===== src/rtl/lmbs_pkg.sv =====
// ----------------------------------------------------------------------------
// lmbs_pkg
// Shared types, constants and helpers of the LED matrix brightness scanner.
// ----------------------------------------------------------------------------
package lmbs_pkg;

    localparam int LED_W      = 4;   // LED index field
    localparam int LEVEL_W    = 3;   // stored brightness level
    localparam int PAT_W      = 6;   // slot on-mask width
    localparam int NUM_LEVELS = 6;
    localparam int ANODE_W    = 3;
    localparam int CFG_IDX_W  = 3;
    localparam int CFG_DATA_W = 6;
    localparam int IN_DATA_W  = 8;
    localparam int IN_USER_W  = 2;
    localparam int OUT_DATA_W = 8;

    localparam logic [LEVEL_W-1:0] MAX_LEVEL = 3'd5;

    typedef logic [IN_USER_W-1:0] opcode_t;
    localparam opcode_t OP_SCAN  = 2'd0;
    localparam opcode_t OP_WRITE = 2'd1;
    localparam opcode_t OP_SWAP  = 2'd2;

    typedef logic [PAT_W-1:0] pattern_t;
    typedef pattern_t [NUM_LEVELS-1:0] pattern_bank_t;

    localparam pattern_bank_t PATTERN_RESET = '{
        6'd31, 6'd27, 6'd21, 6'd10, 6'd4, 6'd0
    };

    // Request from the scan control to the frame buffer
    typedef struct packed {
        logic               wr_en;
        logic               swap;
        logic               rd_en;
        logic [LED_W-1:0]   led;
        logic [LEVEL_W-1:0] level;
    } fb_req_t;

    function automatic logic [LEVEL_W-1:0] sat_level(input logic [LEVEL_W-1:0] v);
        sat_level = (v > MAX_LEVEL) ? MAX_LEVEL : v;
    endfunction

endpackage


===== src/rtl/lmbs_frame_buf.sv =====
// ----------------------------------------------------------------------------
// lmbs_frame_buf
// Double frame buffer of brightness levels: the back buffer is written,
// the front buffer is read through a register, swap flips the roles.
// ----------------------------------------------------------------------------
module lmbs_frame_buf #(
    parameter int NUM_LEDS = 16
) (
    input  logic                      clk,
    input  logic                      rst_n,
    input  lmbs_pkg::fb_req_t         req,
    output logic [lmbs_pkg::LEVEL_W-1:0] rd_level
);
    import lmbs_pkg::*;

    localparam int DEPTH  = 2 * NUM_LEDS;
    localparam int ADDR_W = $clog2(DEPTH);

    logic [LEVEL_W-1:0] mem [DEPTH];
    logic [DEPTH-1:0]   valid_reg;
    logic [DEPTH-1:0]   valid_next;
    logic               front_reg;
    logic               front_next;
    logic [LEVEL_W-1:0] rd_data_reg;
    logic               rd_hit_reg;
    logic [ADDR_W-1:0]  waddr;
    logic [ADDR_W-1:0]  raddr;
    logic               wr_ok;

    assign waddr = (front_reg ? ADDR_W'(0) : ADDR_W'(NUM_LEDS)) + ADDR_W'(req.led);
    assign raddr = (front_reg ? ADDR_W'(NUM_LEDS) : ADDR_W'(0)) + ADDR_W'(req.led);
    // drop writes to LEDs that do not exist
    assign wr_ok = req.wr_en && (32'(req.led) < NUM_LEDS);

    always_comb
    begin
        valid_next = valid_reg;
        if (wr_ok)
        begin
            valid_next[waddr] = 1'b1;
        end
        front_next = req.swap ? ~front_reg : front_reg;
    end

    always_ff @(posedge clk or negedge rst_n)
    begin
        if (!rst_n)
        begin
            valid_reg <= '0;
            front_reg <= 1'b0;
        end
        else
        begin
            valid_reg <= valid_next;
            front_reg <= front_next;
        end
    end

    always_ff @(posedge clk)
    begin
        if (wr_ok)
        begin
            mem[waddr] <= sat_level(req.level);
        end
    end

    always_ff @(posedge clk)
    begin
        if (req.rd_en)
        begin
            rd_data_reg <= mem[raddr];
            rd_hit_reg  <= valid_reg[raddr];
        end
    end

    // entries never written since reset read as level zero
    assign rd_level = rd_hit_reg ? sat_level(rd_data_reg) : '0;

endmodule


===== src/rtl/led_matrix_brightness_scanner_unit.sv =====
// ----------------------------------------------------------------------------
// led_matrix_brightness_scanner_unit
// Multiplexed LED matrix driver with per-LED brightness by time slots.
// ----------------------------------------------------------------------------
// One input transaction is taken every clock unless the output stalls.
// Writes and swaps take effect at acceptance and give no output; a scan
// tick gives one output transaction through the synchronous frame buffer
// read of the front buffer, then the slot-mask lookup into the output
// register. The scan position runs as an LED counter and a slot counter, so
// a full frame is NUM_LEDS * NUM_SLOTS scan ticks. The frame buffers clear
// at reset through per-entry valid flags, so no clearing pass is needed.
module led_matrix_brightness_scanner_unit #(
    parameter int NUM_LEDS  = 16,
    parameter int NUM_SLOTS = 6
) (
    input  logic                                clk,
    input  logic                                rst_n,
    // slave side
    input  logic                                s_tvalid,
    output logic                                s_tready,
    input  logic [lmbs_pkg::IN_DATA_W-1:0]      s_tdata,  // led_index[3:0], level[6:4]
    input  logic [lmbs_pkg::IN_USER_W-1:0]      s_tuser,  // opcode[1:0]
    // master side
    output logic                                m_tvalid,
    input  logic                                m_tready,
    output logic [lmbs_pkg::OUT_DATA_W-1:0]     m_tdata,  // anode_select[2:0],
                                                          // cathode_low[3],
                                                          // cathode_high[4],
                                                          // anode_disable[5]
    // configuration
    input  logic                                cfg_wr_en,
    input  logic [lmbs_pkg::CFG_IDX_W-1:0]      cfg_index,
    input  logic [lmbs_pkg::CFG_DATA_W-1:0]     cfg_data
);
    import lmbs_pkg::*;

    localparam int SLOT_W = (NUM_SLOTS > 1) ? $clog2(NUM_SLOTS) : 1;

    pattern_bank_t        pattern_reg;
    pattern_bank_t        pattern_next;

    logic [LED_W-1:0]     led_cnt_reg;
    logic [LED_W-1:0]     led_cnt_next;
    logic [SLOT_W-1:0]    slot_cnt_reg;
    logic [SLOT_W-1:0]    slot_cnt_next;

    logic                 s1_valid_reg;
    logic                 s1_valid_next;
    logic [LED_W-1:0]     s1_led_reg;
    logic [SLOT_W-1:0]    s1_slot_reg;

    logic                 out_valid_reg;
    logic                 out_valid_next;
    logic [OUT_DATA_W-1:0] out_data_reg;
    logic [OUT_DATA_W-1:0] out_data_next;
    logic [ANODE_W-1:0]   last_anode_reg;
    logic [ANODE_W-1:0]   last_anode_next;

    opcode_t              opcode;
    logic [LED_W-1:0]     in_led;
    logic [LEVEL_W-1:0]   in_level;
    logic                 accept;
    logic                 scan_acc;
    logic                 s1_go;
    fb_req_t              fb_req;
    logic [LEVEL_W-1:0]   rd_level;
    pattern_t             pat;
    logic [2:0]           slot_ext;
    logic                 lit;

    assign opcode   = s_tuser;
    assign in_led   = s_tdata[LED_W-1:0];
    assign in_level = s_tdata[LED_W+LEVEL_W-1:LED_W];

    assign s1_go    = !out_valid_reg || m_tready;
    assign s_tready = !s1_valid_reg || s1_go;
    assign accept   = s_tvalid && s_tready;
    assign scan_acc = accept && (opcode == OP_SCAN);

    always_comb
    begin
        fb_req.wr_en = accept && (opcode == OP_WRITE);
        fb_req.swap  = accept && (opcode == OP_SWAP);
        fb_req.rd_en = scan_acc;
        fb_req.led   = scan_acc ? led_cnt_reg : in_led;
        fb_req.level = in_level;
    end

    lmbs_frame_buf #(
        .NUM_LEDS (NUM_LEDS)
    ) u_frame_buf (
        .clk      (clk),
        .rst_n    (rst_n),
        .req      (fb_req),
        .rd_level (rd_level)
    );

    // configuration writes; indexes beyond the list are dropped
    always_comb
    begin
        pattern_next = pattern_reg;
        if (cfg_wr_en && (32'(cfg_index) < NUM_LEVELS))
        begin
            pattern_next[cfg_index] = cfg_data;
        end
    end

    // scan position: advance LED, then slot, wrap at end of frame
    always_comb
    begin
        led_cnt_next  = led_cnt_reg;
        slot_cnt_next = slot_cnt_reg;
        if (scan_acc)
        begin
            if (led_cnt_reg == LED_W'(NUM_LEDS - 1))
            begin
                led_cnt_next  = '0;
                slot_cnt_next = (slot_cnt_reg == SLOT_W'(NUM_SLOTS - 1)) ?
                                '0 : slot_cnt_reg + SLOT_W'(1);
            end
            else
            begin
                led_cnt_next = led_cnt_reg + LED_W'(1);
            end
        end
    end

    // slot-mask lookup on the level read back from the front buffer
    assign pat      = pattern_reg[rd_level];
    assign slot_ext = 3'(s1_slot_reg);
    assign lit      = (slot_ext < 3'(PAT_W)) ? pat[slot_ext] : 1'b0;

    always_comb
    begin
        s1_valid_next   = s1_valid_reg;
        out_valid_next  = out_valid_reg;
        out_data_next   = out_data_reg;
        last_anode_next = last_anode_reg;
        // load the read stage whenever it can take a transaction
        if (s_tready)
        begin
            s1_valid_next = scan_acc;
        end
        if (s1_go)
        begin
            out_valid_next = s1_valid_reg;
            if (s1_valid_reg)
            begin
                if (lit)
                begin
                    last_anode_next = s1_led_reg[ANODE_W-1:0];
                    out_data_next   = {2'b00, 1'b0, s1_led_reg[LED_W-1],
                                       ~s1_led_reg[LED_W-1],
                                       s1_led_reg[ANODE_W-1:0]};
                end
                else
                begin
                    // blank: hold anode lines, release both cathodes
                    out_data_next = {2'b00, 1'b1, 1'b0, 1'b0, last_anode_reg};
                end
            end
        end
    end

    always_ff @(posedge clk or negedge rst_n)
    begin
        if (!rst_n)
        begin
            pattern_reg    <= PATTERN_RESET;
            led_cnt_reg    <= '0;
            slot_cnt_reg   <= '0;
            s1_valid_reg   <= 1'b0;
            out_valid_reg  <= 1'b0;
            last_anode_reg <= '0;
        end
        else
        begin
            pattern_reg    <= pattern_next;
            led_cnt_reg    <= led_cnt_next;
            slot_cnt_reg   <= slot_cnt_next;
            s1_valid_reg   <= s1_valid_next;
            out_valid_reg  <= out_valid_next;
            last_anode_reg <= last_anode_next;
        end
    end

    always_ff @(posedge clk)
    begin
        out_data_reg <= out_data_next;
        if (scan_acc)
        begin
            s1_led_reg  <= led_cnt_reg;
            s1_slot_reg <= slot_cnt_reg;
        end
    end

    assign m_tvalid = out_valid_reg;
    assign m_tdata  = out_data_reg;

endmodule

===== config.mk =====
export PLATFORM = sky130hd
export DESIGN_NAME = led_matrix_brightness_scanner_unit
export DESIGN_NICKNAME = d
export VERILOG_FILES = /design/src/rtl/lmbs_pkg.sv /design/src/rtl/lmbs_frame_buf.sv /design/src/rtl/led_matrix_brightness_scanner_unit.sv
export SDC_FILE = /design/constraint.sdc
export NUM_CORES = 1
export LEC_CHECK = 0
export ABC_AREA = 1
export BUFFER_PORTS_ARGS = -buffer_cell sky130_fd_sc_hd__buf_4
export CAP_MARGIN = 30
export CORE_ASPECT_RATIO = 0.9
export CORE_MARGIN = 4
export CORE_UTILIZATION = 55
export DETAILED_ROUTE_END_ITERATION = 16
export PLACE_DENSITY_LB_ADDON = 0.15
export SLEW_MARGIN = 0
export SYNTH_ARGS = -nofsm -noshare
export SYNTH_HDL_FRONTEND = slang
export SYNTH_SLANG_ARGS = --single-unit

===== constraint.sdc =====
create_clock -name clk -period 2.35 [get_ports clk]
set_clock_uncertainty 0.15 [all_clocks]
set_input_delay 0.47 -clock clk [delete_from_list [all_inputs] [get_ports clk]]
set_output_delay 0.47 -clock clk [all_outputs]
set_load 0.1 [all_outputs]

==> flow_metrics.py <==
metrics = {
    "floorplan": {
        "die_x_um": 142,
        "core-area_um2": 15600,
        "fp.dieH_um": 128,
        "rows": 43,
        "dieArea_um2": 18200,
        "io_pins": 34,
        "initial_core_util_pct": 56.7,
    },
    "critical_path": {
        "cp-endpoint": "u_frame_buf.mem[10][0]",
        "critPathRequiredTime_ns": 2.34,
        "startpoint_type": "flop",
        "slowest_delay_ns": 0.51,
        "startpoint": "m_tvalid",
        "slowest_stage": "dfrtp_4",
        "crit_fanout": 7,
        "end_kind": "flop",
        "timing.rr.end": "u_frame_buf.mem[10][0]",
        "critPathKind": "reg2reg",
        "ff2ff_path_depth": 11,
        "r2r-start": "m_tvalid",
        "arrival_ns": 2.28,
        "r2r_slack_ns": 0.06,
        "path_cells": "nand3_4 -> nand2_4 -> inv_8 -> nand2_8 -> nand2_1 -> o21ai_4 -> buf_12 -> nor2_4 -> nand2_4 -> buf_12 -> nor2_4",
    },
    "flow_run": {
        "drv_cap": 0,
    },
    "power_and_ir_drop": {
        "ir_drop_mv": 0.724,
        "power.leakage_nw": 4.74,
        "seq_power_share_pct": 47.9,
        "p_int_w": 0.00635,
        "powerDensity_nw_per_um2": 826,
        "power.total_w": 0.00880,
        "p_comb_share_pct": 17.6,
        "pwr-share-clk_pct": 34.4,
        "switching_share_pct": 27.8,
        "switching_power_w": 0.00245,
    },
    "layout": {
        "largest_reg_flops": 96,
        "layout-drive-gt1-share_pct": 21.7,
        "antennaDiodeCount": 0,
        "area_growth_pct": 20.5,
        "final_area_um2": 10700,
        "fin_nets": 1040,
        "fillers": 1211,
        "final_cell_count_no_fill": 1230,
        "fin_util_pct": 68.3,
    },
    "grt": {
        "grt_pass1_vias": 6498,
        "antenna_found_initial": 0,
        "grt.total_usage_pct": 22.0,
        "grt_start_max_net_pins": 34,
        "grt_pass1_wl_um": 31300,
        "gr-total-overflow": 0,
    },
    "placed_design": {
        "port_buffers": 30,
        "dp_hpwl_um": 12500,
        "placed_cell_area_um2": 9810,
        "globalplace.congestion": 0.824,
        "dp.cells": 1188,
    },
    "route": {
        "routed_via_density": 5.15,
        "dr.pass1.iters": 5,
        "wl_per_cell_um": 15.6,
        "antenna_left": 0,
        "drt_iter0_drc": 363,
        "dr_total_vias": 6340,
        "drt_wl_total_um": 19200,
        "drcViolationCount": 0,
    },
    "synthesis": {
        "synth.largest_area_cell": "edfxtp_1",
        "synth.top_cell.area_share_pct": 38.4,
        "ys_seq_elements": 194,
        "syn_avg_cell_area_um2": 9.49,
        "ys_seq_area_share_pct": 61.5,
        "yosys_warnings": 0,
        "synth_area_leaders": "edfxtp_1 (38%), dfrtp_1 (19%), nand2_1 (17%)",
        "yosysUniqueCellTypes": 37,
        "syn_inst": 932,
        "syn-cell-area_um2": 8840,
    },
    "sta": {
        "setup_tns_ns": 0,
        "finalHoldViolCount": 0,
        "min_period_ns": 2.29,
        "fin_crit_sh_pct": 97.4,
        "rsz0062_at_grt": "true",
        "max_freq_ghz": 0.437,
        "setup_viol": 0,
        "slew_viol_final": 0,
    },
    "min_path": {
        "min_from": "cfg_data[0]",
        "hold_path.class": "in2reg",
    },
    "cts": {
        "clk_pin_slew_ns": 0.07,
        "clk_latency_ns": 0.43,
        "clock_path_buffers": 2,
        "cts_buffers": 17,
        "htreeDepth": 4,
        "root_buffer": "clkbuf_16",
        "cts_tree": "done",
        "cts_sinks": 194,
    },
    "run_status": {
        "outcome": "finished, final reports clean",
    },
}
## cells in the final DEF, fill, tap and decap left out, types with 2 or more instances in the layout
cell        netlist  routed
nand2_1         393     390
edfxtp_1        113     113
buf_4            12      77
dfrtp_1          66      65
inv_1            62      61
o21ai_0          64      61
nand3_1          57      56
nor2_4            3      27
or2_1            20      20
clkbuf_16         0      19
nor2_1           39      16
dfstp_2          15      15
nor2_2           12      11
buf_12            0      10
inv_2             9       7
nand2_4           1       6
nand2_2           8       6
nor3_4            6       6
inv_6             1       4
a21oi_1           4       4
bufinv_16         0       4
nand3_4           2       3
nand2_8           1       3
o21ai_4           3       3
nor3_2            3       3
inv_4             2       3
nand3_2           3       3
nand4_1           3       3
o21ai_1           0       3
clkinv_2          0       3
nand3b_1          2       2
nor3_1            2       2
conb_1            1       2
clkinv_4          0       2
clkinvlp_4        0       2
clkbuf_1          7       2
buf_6             5       2
## worst max-delay path, delay by kind of cell (launching register included)
family                 cells  cell delay, ns
AOI/OAI and AO/OA          1            0.07
and+or+nand+nor            7            0.86
DFF                        1            0.51
buffers and inverters      3            0.41
## worst min-delay path by stage
stage | cells past startpoint | slack [ns] | endpoint
2_1_floorplan | 0 | 0.02 | last_anode_reg[0]
3_5_place_dp | 1 | 0.29 | pattern_reg[12]
6_report | 3 | 0.24 | pattern_reg[0]
3_3_place_gp | 1 | 0.28 | pattern_reg[12]
4_1_cts | 4 | 0.23 | s1_valid_reg
5_1_grt | 3 | 0.26 | pattern_reg[30]
## logic make-up (layout without fill, tap and decap cells)
family,Yosys count,after routing,share of synthesized area (%)
and+or+nand+nor,556,558,27.9
DFF,194,194,61.5
buffers and inverters,106,199,5.77
AOI/OAI and AO/OA,72,72,4.48
xor gates and xnor gates,2,2,0.198
adders and majority gates,1,1,0.141
other,1,2,0.0424
## power by group through the flow
stage / clock network (W) / logic (W) / registers, W
CTS: 0.00308 / 0.00150 / 0.00421
floorplan: 0 / 0.00100 / 0.00427
detailed placement: 0 / 0.00147 / 0.00428
finish: 0.00303 / 0.00155 / 0.00422
global route: 0.00324 / 0.00174 / 0.00426
global placement: 0 / 0.00144 / 0.00427
## metrics by stage
stage	worst slack, ns	hold slack (ns)
after floorplan	-0.337	0.0244
after global placement	-0.159	0.284
after CTS	0.00169	0.232
final	0.0602	0.238
after detailed placement	-0.212	0.286
after global routing	-0.0372	0.258
## routing by layer
layer	GRT usage (%)	vias up	wire length (µm)
li1	-	3166	-
met1	27.7	3022	8410
met2	38.2	127	9750
met3	4.51	25	759
met4	7.84	0	328
met5	0	-	0
## what timing repair did
| item | CTS | global route |
|---|---|---|
| endpoints found under the setup margin | 7 | 41 |
| pin swaps | 1 | 8 |
| gates cloned | 0 | 4 |
| hold buffers | 1 | 0 |
| resized for setup | 5 | 19 |
| hold endpoints to repair | 21 | 0 |
| setup buffers | 1 | 4 |
## area by class of cell
cell class	instances	area, µm²	share of cell area (%)
clock buffers	19	433	4.06
clock inverters	13	185	1.74
inverters	74	303	2.84
multi-input cells	635	3160	29.7
flip-flops and latches	194	5440	51.1
well taps	202	253	2.37
repair buffers	93	876	8.22
## synthesized netlist by cell type (all sizes together)
cell,number
dfrtp,66
clkbuf,7
nand3b,2
edfxtp,113
ha,1
inv,74
nor2,54
or2,21
a21oi,4
nand2,403
nor3,11
nand3,62
nand4,3
a21o,1
xnor2,1
buf,25
o21ai,67
dfstp,15
conb,1
xor2,1
No activity file was read; power rests on OpenSTA's default activity.
